## config.mk

```make
export PLATFORM = sky130hd
export DESIGN_NAME = sysex_packet_reassembler_top
export DESIGN_NICKNAME = d
export VERILOG_FILES = /design/src/rtl/sprs_pkg.sv /design/src/rtl/sprs_store.sv /design/src/rtl/sprs_ctrl.sv /design/src/rtl/sysex_packet_reassembler_top.sv
export SDC_FILE = /design/constraint.sdc
export NUM_CORES = 2
export LEC_CHECK = 0
export BUFFER_PORTS_ARGS = -buffer_cell sky130_fd_sc_hd__buf_4
export CAP_MARGIN = 20
export CORE_ASPECT_RATIO = 1.2
export CORE_UTILIZATION = 34
export DETAILED_ROUTE_END_ITERATION = 10
export GPL_ROUTABILITY_DRIVEN = 1
export GPL_TIMING_DRIVEN = 0
export MAX_ROUTING_LAYER = met4
export PLACE_DENSITY_LB_ADDON = 0.3
export SLEW_MARGIN = 30
export SYNTH_ARGS = -nofsm -noshare
export SYNTH_HDL_FRONTEND = slang
export SYNTH_SLANG_ARGS = --single-unit
```

## constraint.sdc

```tcl
create_clock -name i_clk -period 8.5 [get_ports i_clk]
set_input_delay 0.425 -clock i_clk [delete_from_list [all_inputs] [get_ports i_clk]]
set_output_delay 0.425 -clock i_clk [all_outputs]
set_load 0.01 [all_outputs]
```

## src/rtl/sprs_pkg.sv

```systemverilog
`timescale 1ns / 1ps
package sprs_pkg;

    localparam logic [1:0] CMD_PACKET = 2'd0;
    localparam logic [1:0] CMD_READ   = 2'd1;
    localparam logic [1:0] CMD_TAKE   = 2'd2;

    localparam logic [7:0] SYSEX_START = 8'hF0;
    localparam logic [7:0] SYSEX_END   = 8'hF7;

    localparam logic [1:0] STEP_FIRST  = 2'd0;
    localparam logic [1:0] STEP_SECOND = 2'd1;
    localparam logic [1:0] STEP_THIRD  = 2'd2;

    localparam logic REG_THRU_ENABLE = 1'b0;

    typedef struct packed {
        logic       thru_valid;
        logic [7:0] thru_first;
        logic [7:0] thru_second;
        logic [7:0] thru_third;
        logic       message_ready;
        logic       capturing;
        logic [8:0] message_length;
        logic       overflow;
        logic [7:0] read_data;
    } t_result;

endpackage

```

## src/rtl/sprs_store.sv

```systemverilog
`timescale 1ns / 1ps
module sprs_store #(
    parameter int DEPTH = 256,
    parameter int AW    = 8
) (
    input  logic          i_clk,
    input  logic          i_wr_en,
    input  logic [AW-1:0] i_wr_addr,
    input  logic [7:0]    i_wr_data,
    input  logic          i_rd_en,
    input  logic [AW-1:0] i_rd_addr,
    output logic [7:0]    o_rd_data
);

    logic [7:0] r_mem [DEPTH];
    logic [7:0] r_rd_data;

    always_ff @(posedge i_clk) begin
        if (i_wr_en) begin
            r_mem[i_wr_addr] <= i_wr_data;
        end
    end

    always_ff @(posedge i_clk) begin
        if (i_rd_en) begin
            r_rd_data <= r_mem[i_rd_addr];
        end
    end

    assign o_rd_data = r_rd_data;

endmodule

```

## src/rtl/sprs_ctrl.sv

```systemverilog
`timescale 1ns / 1ps
module sprs_ctrl #(
    parameter int DEPTH = 256,
    parameter int AW    = 8,
    parameter int CW    = 9
) (
    input  logic                 i_clk,
    input  logic                 i_rst_n,
    input  logic                 i_thru_enable,
    input  logic                 i_req_valid,
    output logic                 o_req_ready,
    input  logic [1:0]           i_req_cmd,
    input  logic [7:0]           i_req_first,
    input  logic [7:0]           i_req_second,
    input  logic [7:0]           i_req_third,
    input  logic [7:0]           i_req_index,
    output logic                 o_res_valid,
    input  logic                 i_res_ready,
    output sprs_pkg::t_result    o_res,
    output logic                 o_wr_en,
    output logic [AW-1:0]        o_wr_addr,
    output logic [7:0]           o_wr_data,
    output logic                 o_rd_en,
    output logic [AW-1:0]        o_rd_addr,
    input  logic [7:0]           i_rd_data
);
    import sprs_pkg::*;

    logic          r_busy;
    logic [1:0]    r_step;
    logic [1:0]    r_cmd;
    logic [7:0]    r_first;
    logic [7:0]    r_second;
    logic [7:0]    r_third;
    logic [7:0]    r_index;
    logic          r_thru;
    logic          r_ovf;
    logic          r_cap;
    logic          r_ready;
    logic [CW-1:0] r_count;
    logic          r_out_valid;
    t_result       r_out;

    logic          n_ovf;
    logic          n_cap;
    logic          n_ready;
    logic [CW-1:0] n_count;
    logic          last;
    logic          finish;
    logic          advance;
    logic          accept;
    logic [7:0]    cur_byte;
    logic          room;
    logic          in_range;
    t_result       result;

    always_comb begin
        unique case (r_cmd)
            CMD_PACKET: last = (r_step == STEP_THIRD);
            CMD_READ:   last = (r_step == STEP_SECOND);
            default:    last = (r_step == STEP_FIRST);
        endcase
    end

    assign finish  = r_busy && last && (!r_out_valid || i_res_ready);
    assign advance = r_busy && (!last || finish);
    assign o_req_ready = !r_busy || finish;
    assign accept  = i_req_valid && o_req_ready;

    always_comb begin
        unique case (r_step)
            STEP_FIRST:  cur_byte = r_first;
            STEP_SECOND: cur_byte = r_second;
            default:     cur_byte = r_third;
        endcase
    end

    assign room     = (r_count < CW'(DEPTH));
    assign in_range = (32'(r_index) < DEPTH);

    always_comb begin
        n_ovf     = r_ovf;
        n_cap     = r_cap;
        n_ready   = r_ready;
        n_count   = r_count;
        o_wr_en   = 1'b0;
        o_wr_addr = AW'(r_count);
        o_wr_data = cur_byte;
        if (advance) begin
            unique case (r_cmd)
                CMD_PACKET: begin
                    if (r_cap) begin
                        if (room) begin
                            o_wr_en = 1'b1;
                            n_count = r_count + CW'(1);
                        end else begin
                            n_ovf = 1'b1;
                        end
                        if (cur_byte == SYSEX_END) begin
                            n_cap   = 1'b0;
                            n_ready = 1'b1;
                        end
                    end else if (cur_byte == SYSEX_START) begin
                        o_wr_en   = 1'b1;
                        o_wr_addr = '0;
                        n_count   = CW'(1);
                        n_cap     = 1'b1;
                        n_ready   = 1'b0;
                    end
                end
                CMD_TAKE: n_ready = 1'b0;
                default: ;
            endcase
        end
    end

    assign o_rd_en   = advance && (r_cmd == CMD_READ) && (r_step == STEP_FIRST);
    assign o_rd_addr = AW'(r_index);

    always_comb begin
        result                = '0;
        result.message_ready  = n_ready;
        result.capturing      = n_cap;
        result.message_length = 9'(n_count);
        if (r_cmd == CMD_PACKET) begin
            result.overflow = n_ovf;
            if (r_thru) begin
                result.thru_valid  = 1'b1;
                result.thru_first  = r_first;
                result.thru_second = r_second;
                result.thru_third  = r_third;
            end
        end
        if (r_cmd == CMD_READ && in_range) begin
            result.read_data = i_rd_data;
        end
    end

    always_ff @(posedge i_clk) begin
        if (!i_rst_n) begin
            r_busy      <= 1'b0;
            r_step      <= STEP_FIRST;
            r_cap       <= 1'b0;
            r_ready     <= 1'b0;
            r_count     <= '0;
            r_ovf       <= 1'b0;
            r_out_valid <= 1'b0;
        end else begin
            r_cap   <= n_cap;
            r_ready <= n_ready;
            r_count <= n_count;
            if (accept) begin
                r_busy <= 1'b1;
                r_step <= STEP_FIRST;
                r_ovf  <= 1'b0;
            end else begin
                r_ovf <= n_ovf;
                if (finish) begin
                    r_busy <= 1'b0;
                end else if (advance) begin
                    r_step <= r_step + 2'd1;
                end
            end
            if (finish) begin
                r_out_valid <= 1'b1;
            end else if (i_res_ready) begin
                r_out_valid <= 1'b0;
            end
        end
    end

    always_ff @(posedge i_clk) begin
        if (accept) begin
            r_cmd    <= i_req_cmd;
            r_first  <= i_req_first;
            r_second <= i_req_second;
            r_third  <= i_req_third;
            r_index  <= i_req_index;
            r_thru   <= i_thru_enable;
        end
        if (finish) begin
            r_out <= result;
        end
    end

    assign o_res_valid = r_out_valid;
    assign o_res       = r_out;

`ifndef SYNTHESIS
    a_cap_ready_excl: assert property (@(posedge i_clk) disable iff (!i_rst_n)
        !(r_cap && r_ready))
        else $error("capture and ready both set");
    a_count_bound: assert property (@(posedge i_clk) disable iff (!i_rst_n)
        r_count <= CW'(DEPTH))
        else $error("fill count beyond buffer");
    a_cap_nonempty: assert property (@(posedge i_clk) disable iff (!i_rst_n)
        r_cap |-> (r_count != '0))
        else $error("capturing with empty buffer");
    a_no_drop_mid: assert property (@(posedge i_clk) disable iff (!i_rst_n)
        (r_busy && !last) |=> (r_busy && r_step == $past(r_step) + 2'd1))
        else $error("request left before its last step");
`endif

endmodule

```

## src/rtl/sysex_packet_reassembler_top.sv

```systemverilog
`timescale 1ns / 1ps
// sysex reassembler: each request on the slave stream yields one result on the master
// stream. a packet request takes one buffer write slot per payload byte, set by the
// single write port of the message buffer; a read request issues the registered
// buffer read and then takes its data; a take or an unused code ends in its first
// step. the next request is taken in the cycle the current one moves to the output
// register; a result waiting downstream stalls the last step, blocking the next request.
// no clearing after reset: buffer contents valid only where written by a captured message.
module sysex_packet_reassembler_top #(
    parameter int BUFFER_DEPTH = 256
) (
    input  logic        i_clk,
    input  logic        i_rst_n,
    input  logic        i_s_tvalid,
    output logic        o_s_tready,
    // payload_first, payload_second, payload_third, read_index
    input  logic [31:0] i_s_tdata,
    // cmd
    input  logic [1:0]  i_s_tuser,
    output logic        o_m_tvalid,
    input  logic        i_m_tready,
    // thru_first, thru_second, thru_third, message_ready, capturing,
    // message_length, overflow, read_data, zero fill
    output logic [47:0] o_m_tdata,
    // thru_valid
    output logic        o_m_tuser,
    input  logic        psel,
    input  logic        penable,
    input  logic        pwrite,
    input  logic [2:0]  paddr,
    input  logic [31:0] pwdata,
    output logic [31:0] prdata,
    output logic        pready
);
    import sprs_pkg::*;

    localparam int AW = (BUFFER_DEPTH > 1) ? $clog2(BUFFER_DEPTH) : 1;
    localparam int CW = $clog2(BUFFER_DEPTH + 1);

    logic          r_thru_enable;
    t_result       res;
    logic          wr_en;
    logic [AW-1:0] wr_addr;
    logic [7:0]    wr_data;
    logic          rd_en;
    logic [AW-1:0] rd_addr;
    logic [7:0]    rd_data;

    assign pready = 1'b1;

    always_ff @(posedge i_clk) begin
        if (!i_rst_n) begin
            r_thru_enable <= 1'b0;
        end else if (psel && penable && pwrite && pready
                     && paddr[2] == REG_THRU_ENABLE) begin
            r_thru_enable <= pwdata[0];
        end
    end

    assign prdata = (paddr[2] == REG_THRU_ENABLE) ? {31'd0, r_thru_enable} : 32'd0;

    sprs_ctrl #(
        .DEPTH (BUFFER_DEPTH),
        .AW    (AW),
        .CW    (CW)
    ) u_ctrl (
        .i_clk         (i_clk),
        .i_rst_n       (i_rst_n),
        .i_thru_enable (r_thru_enable),
        .i_req_valid   (i_s_tvalid),
        .o_req_ready   (o_s_tready),
        .i_req_cmd     (i_s_tuser),
        .i_req_first   (i_s_tdata[7:0]),
        .i_req_second  (i_s_tdata[15:8]),
        .i_req_third   (i_s_tdata[23:16]),
        .i_req_index   (i_s_tdata[31:24]),
        .o_res_valid   (o_m_tvalid),
        .i_res_ready   (i_m_tready),
        .o_res         (res),
        .o_wr_en       (wr_en),
        .o_wr_addr     (wr_addr),
        .o_wr_data     (wr_data),
        .o_rd_en       (rd_en),
        .o_rd_addr     (rd_addr),
        .i_rd_data     (rd_data)
    );

    sprs_store #(
        .DEPTH (BUFFER_DEPTH),
        .AW    (AW)
    ) u_store (
        .i_clk     (i_clk),
        .i_wr_en   (wr_en),
        .i_wr_addr (wr_addr),
        .i_wr_data (wr_data),
        .i_rd_en   (rd_en),
        .i_rd_addr (rd_addr),
        .o_rd_data (rd_data)
    );

    assign o_m_tdata = {4'd0, res.read_data, res.overflow, res.message_length,
                        res.capturing, res.message_ready, res.thru_third,
                        res.thru_second, res.thru_first};
    assign o_m_tuser = res.thru_valid;

endmodule
```

Yosys cells after proc, flatten, opt, wreduce, memory -nomap -nowiden
Memories as Yosys holds them, arrays and structs flattened. A register that Yosys moved wholly into a read port is not among the register bits.
Index checks and enable logic that the tools add are counted.
{"block": "op_classes", "addsub": 2, "magnitude_cmp": 1, "eq_ne": 6, "mux": 37, "bitwise_logic": 3, "n_reduce_logical": 22}
{"operator": "2-to-1 mux 9 bit", "n": 5}
{"operator": "2-to-1 mux 8 bit", "n": 4}
{"operator": "2-to-1 mux 25 bit", "n": 1}
{"operator": "2-to-1 mux 1 bit", "n": 24}
{"operator": "equality test 8 bit (second input constant)", "n": 2}
{"operator": "case mux 8 bit (2 select lines)", "n": 1}
{"operator": "adder 9 x 1 -> 9 bit (second input constant)", "n": 1}
{"operator": "logical AND 1 bit", "n": 9}
{"operator": "less-than comparator 9 bit (second input constant)", "n": 1}
{"operator": "equality test 2 x 1 -> 1 bit (second input constant)", "n": 2}
{"operator": "equality test 2 bit (second input constant)", "n": 2}
{"operator": "zero test 2 bit", "n": 2}
{"operator": "case mux 1 bit (2 select lines)", "n": 2}
{"operator": "AND reduction 2 bit", "n": 2}
{"operator": "nonzero test 2 bit", "n": 2}
{"operator": "zero test 1 bit", "n": 3}
{"operator": "logical OR 1 bit", "n": 3}
{"operator": "NOT 1 bit", "n": 3}
{"operator": "adder 2 x 1 -> 2 bit (second input constant)", "n": 1}
{"operator": "OR reduction 2 bit", "n": 1}
{"block": "totals", "register_bits": 97, "mem_bits_rw": 2048, "inputBits": 76, "output_inout_bits": 84, "elab_cells": 95, "memories": 1}
{"name": "u_store.r_mem", "words": 256, "word_bits": 8, "rd": 1, "rd_ports_with_merged_regs": 1, "write_ports": 1, "line": "sprs_store.sv:15", "rtl": "logic [7:0] r_mem [DEPTH];"}

Longest topological paths before layout
{"block": "depth", "depth_word": 9, "depth_mapped": 11, "ltp_nobuf": 8}

Modules after synthesis
From an unflattened synthesis, not the netlist that was laid out.
{"block": "unflattened", "hier_cells": 4051, "hier_area_um2": 83829.1}
{"mod": "sprs_store", "instances": 1, "cells_each": 3733, "area_per_inst_um2": 79636.4, "seq_area_each_um2": 61739.2}
{"mod": "sprs_ctrl", "instances": 1, "cells_each": 274, "area_per_inst_um2": 3847.4, "seq_area_each_um2": 2722.6}
{"mod": "sysex_packet_reassembler_top", "instances": 1, "cells_each": 44, "area_per_inst_um2": 345.3, "seq_area_each_um2": 20.0}

Least setup slack after synthesis
OpenSTA, ideal clock, no wires.
{"block": "synth_timing", "kind": "flip-flop to flip-flop", "from": "register u_ctrl.r_step[0]", "to": "memory u_store.r_mem[15][0] (enable)", "setup_ns": 0.395, "arrival_ns": 5.868, "required_time_ns": 8.105, "setup_slack_ns": 2.237, "path_stages_with_launch": 12, "n_path_buf": 3, "period_less_slack_ns": 6.263, "cell_sequence": "dfxtp_1 > inv_1 > ha_1 > clkbuf_1 > a22o_1 > a21o_1 > nor4_1 > nand2_2 > buf_6 > buf_2 > nand2_1 > nor4_1"}
{"block": "synth_via", "elab_chain_cells": 9, "word_cells_on_any_way": 21, "cone_classes": "eq/ne: 3; mux: 12; reduce/logical: 6"}
{"item": "from (decl)", "line": "sprs_ctrl.sv:30", "rtl": "logic [1:0] r_step;"}
{"item": "from (signal assigned)", "line": "sprs_ctrl.sv:161", "rtl": "r_step <= r_step + 2'd1;"}
{"item": "equality test 2 x 1 -> 1 bit / zero test 2 bit (equally long branches)", "line": "sprs_ctrl.sv:71", "rtl": "unique case (r_step)"}
{"item": "case mux 8 bit (2 select lines) *", "line": "sprs_ctrl.sv:71"}
{"item": "via u_ctrl.o_wr_data[1]", "line": "sprs_ctrl.sv:22", "rtl": "output logic [7:0] o_wr_data,"}
{"item": "equality test 8 bit *", "line": "sprs_ctrl.sv:103", "rtl": "end else if (cur_byte == SYSEX_START) begin"}
{"item": "2-to-1 mux 1 bit", "line": "sprs_ctrl.sv:103"}
{"item": "2-to-1 mux 1 bit", "line": "sprs_ctrl.sv:92", "rtl": "if (r_cap) begin"}
{"item": "2-to-1 mux 1 bit", "line": "sprs_ctrl.sv:90", "rtl": "unique case (r_cmd)"}
{"item": "2-to-1 mux 1 bit", "line": "sprs_ctrl.sv:89", "rtl": "if (advance) begin"}
{"item": "2-to-1 mux 1 bit", "line": "sprs_store.sv:19", "rtl": "if (i_wr_en) begin"}
{"item": "2-to-1 mux 1 bit (implied by the code)", "line": "sprs_store.sv:20", "rtl": "r_mem[i_wr_addr] <= i_wr_data;"}
{"item": "to (decl)", "line": "sprs_store.sv:15"}
The timed path passes the listed nets; every way through them passes the cells marked *.

==> metrics.csv <==
metric;value;unit
port_buffers;90;
ios;160;
cts_tree;yes;
start_util;34.3;%
first_global_vias;43978;
async_flop_share;0;%
max_slew.worst_pin.slew;1140;ps
hold_viol_final;0;
clockBufferDepth;4;
drt_iter0_markers;6094;
track_usage;22.1;%
fill_cells;21505;
synth-edff-count;2136;
maxSlewViolCount;0;
worstPathMaxFanout;10;
synth_area;83400;um2
status;finished clean;
clkTransAtPathRegs;60;ps
syn_inst;4018;
cp.arrival;5770;ps
postRouteAntennaNets;0;
coreArea;243000;um2
die_y;544;um
synth.top_cell.area_share;76.9;%
ys_seq_area_share;77.4;%
netlist_top_cells_area;edfxtp_1 77%, mux4_2 12%, a22oi_1 1.5%;
rsz0062_at_grt;no;
dp.cells;7404;
clock_skew;77.5;ps
crit_required;9010;ps
die_x;454;um
synth.largest_area_cell;edfxtp_1;
first_pass_iters;6;
clock_sinks;2153;
grt_max_degree;69;
viasPerCell;5.63;
reg2regPathDepth;9;
crit_path_start_kind;flip-flop;
hold_depth;2;
yosysUniqueCellTypes;67;
grt_antenna_before_repair;14;
cap_violations;0;
layout_setup_ws;3240;ps
place_ws;3380;ps
fin_cells;7828;
worst-setup-path-type;flip-flop to flip-flop;
drive_gt1_share;26.2;%
setup_viol;0;
regToRegSetupSlack;3240;ps
gp_congestion;0.939;
p_per_area;234;nW/um2
post_dp_cell_area;89900;um2
fin_crit;5260;ps
finalWirelength;268000;um
cts-buffers-inserted;211;
fin_nets;4537;
insertion_delay;890;ps
syn_area_per_cell;20.7;um2
grt_pass1_wl;363000;um
hold-path-endpoint;u_ctrl.r_second[5];
r2r-start;u_ctrl.o_rd_addr[2];
end_kind;flip-flop;
vias;44042;
dpl.hpwl;188000;um
wl_per_cell;34.2;um
drc;0;
grt_overflow_total;0;
ys_ff_latch;2153;
area_delta_synth_final;16.2;%
hp-start;i_s_tdata[13];
ys_warn_count;0;
cts.repair.resized;0;
hold_class;input port to flip-flop;
fp.dieArea;247000;um2
yosysMostFrequentCell;edfxtp_1;
ys_top_cells_by_count;2136 x edfxtp_1, 457 x mux4_2, 268 x nor2_1, 170 x a22oi_1, 123 x clkbuf_1;
rr_endpoint;u_store.o_rd_data[0];
whs;318;ps
finish.instance_area;96900;um2
peakVddDrop;0.176;mV
cts-root-buf;clkbuf_16;
synth_top_flop_cell;edfxtp_1;
fmax;190;MHz
slew_headroom;24.0;%
rows;198;
cts_htree_levels;4;
finalCritPeriodShare;61.9;%
leakagePower;30.1;nW
metrics by stage:
stage / TNS (ps) / power [mW] / util [%]
final: 0 / 22.7 / 39.9
after global routing: 0 / 23.2 / 39.9
after CTS: 0 / 22.8 / 39.8
after detailed placement: 0 / 13.8 / 37.0
after global placement: -5755700 / 13.7 / 36.3
after floorplan: 0 / 12.9 / -
cells in the final DEF, fill, tap and decap left out, drive strengths merged, types with 43 or more instances in the layout:
cell type     n
mux2i       119
clkinv       79
a22oi       170
a21oi       116
buf         309
nor2        269
mux4        457
clkbuf      385
and2         43
edfxtp     2136
where the power goes:
part / total (mW) / internal [mW] / switching, mW / leakage, nW
clock network: 9.17 / 5.08 / 4.09 / 3.18
logic: 1.67 / 0.517 / 1.15 / 7.50
registers: 11.9 / 11.9 / 0.0146 / 19.4
routing by layer:
metal	vias up	routed length (um)	track usage [%]
li1	17589	-	-
met1	23613	97100	25.9
met2	2303	133000	36.1
met3	537	20800	3.80
met4	0	16500	12.0
met5	-	0	-
flip-flops by register name (all words and copies together), names as in the netlist:
register / flops
u_ctrl.r_second: 8
u_ctrl.r_first: 8
u_ctrl.r_step: 2
u_store.o_rd_data: 8
u_ctrl.r_ovf: 1
u_ctrl.o_rd_addr: 8
u_ctrl.r_ready: 1
u_store.r_mem: 2048
r_thru_enable: 1
u_ctrl.r_cap: 1
u_ctrl.r_busy: 1
u_ctrl.r_thru: 1
u_ctrl.r_third: 8
u_ctrl.o_res_valid: 1
u_ctrl.r_count: 9
u_ctrl.r_cmd: 2
u_ctrl.o_res: 45
how the worst max path moves through the flow:
| stage | start | cells after the start | slack (ps) | to |
|---|---|---|---|---|
| finish | u_ctrl.o_rd_addr[2] | 9 | 3240 | u_store.o_rd_data[0] |
| floorplan | u_ctrl.r_step[0] | 11 | 2240 | u_store.r_mem[15][0] |
| global route | u_ctrl.o_rd_addr[2] | 9 | 3400 | u_store.o_rd_data[4] |
| detailed placement | u_ctrl.o_rd_addr[2] | 9 | 3380 | u_store.o_rd_data[4] |
| CTS | u_ctrl.o_rd_addr[2] | 9 | 3350 | u_store.o_rd_data[0] |
| global placement | u_ctrl.r_step[0] | 11 | -4090 | u_store.r_mem[180][0] |
kinds of logic (layout without fill, tap and decap cells):
logic type,after synthesis,count (layout),share of synthesized area (%)
and+or+nand+nor,530,530,3.10
buffers and inverters,286,851,1.73
muxes,589,589,14.0
xor gates and xnor gates,3,3,0.0315
other,2,47,0.00901
AOI/OAI and AO/OA,451,451,3.76
adders and majority gates,4,4,0.0600
DFF,2153,2153,77.4
worst max-delay path: stages (launching register included):
cell and delay (ps):
edfxtp_1 570, clkbuf_2 490, inv_1 340, nor2_1 200, clkbuf_1 820, clkbuf_1 870, a22oi_1 150, a21boi_0 540
nor4_2 200, nor4_2 740
layout make-up:
class	instances	area (um2)	share of cell area, %
diodes	11	27.5	0.0284
multi-input cells	1613	17800	18.4
well taps	3200	4000	4.13
clock buffers	262	5510	5.69
flip-flops and latches	2153	64500	66.6
inverters	7	26.3	0.0271
clock inverters	111	1000	1.04
repair buffers	192	2480	2.56
plain buffers	279	1510	1.56
timing repair:
item / in CTS / in global routing
buffers inserted: 0 / 0
hold buffers: 39 / 0
endpoints found under the hold margin: 45 / 0
Power figures use the tool's default switching activity.
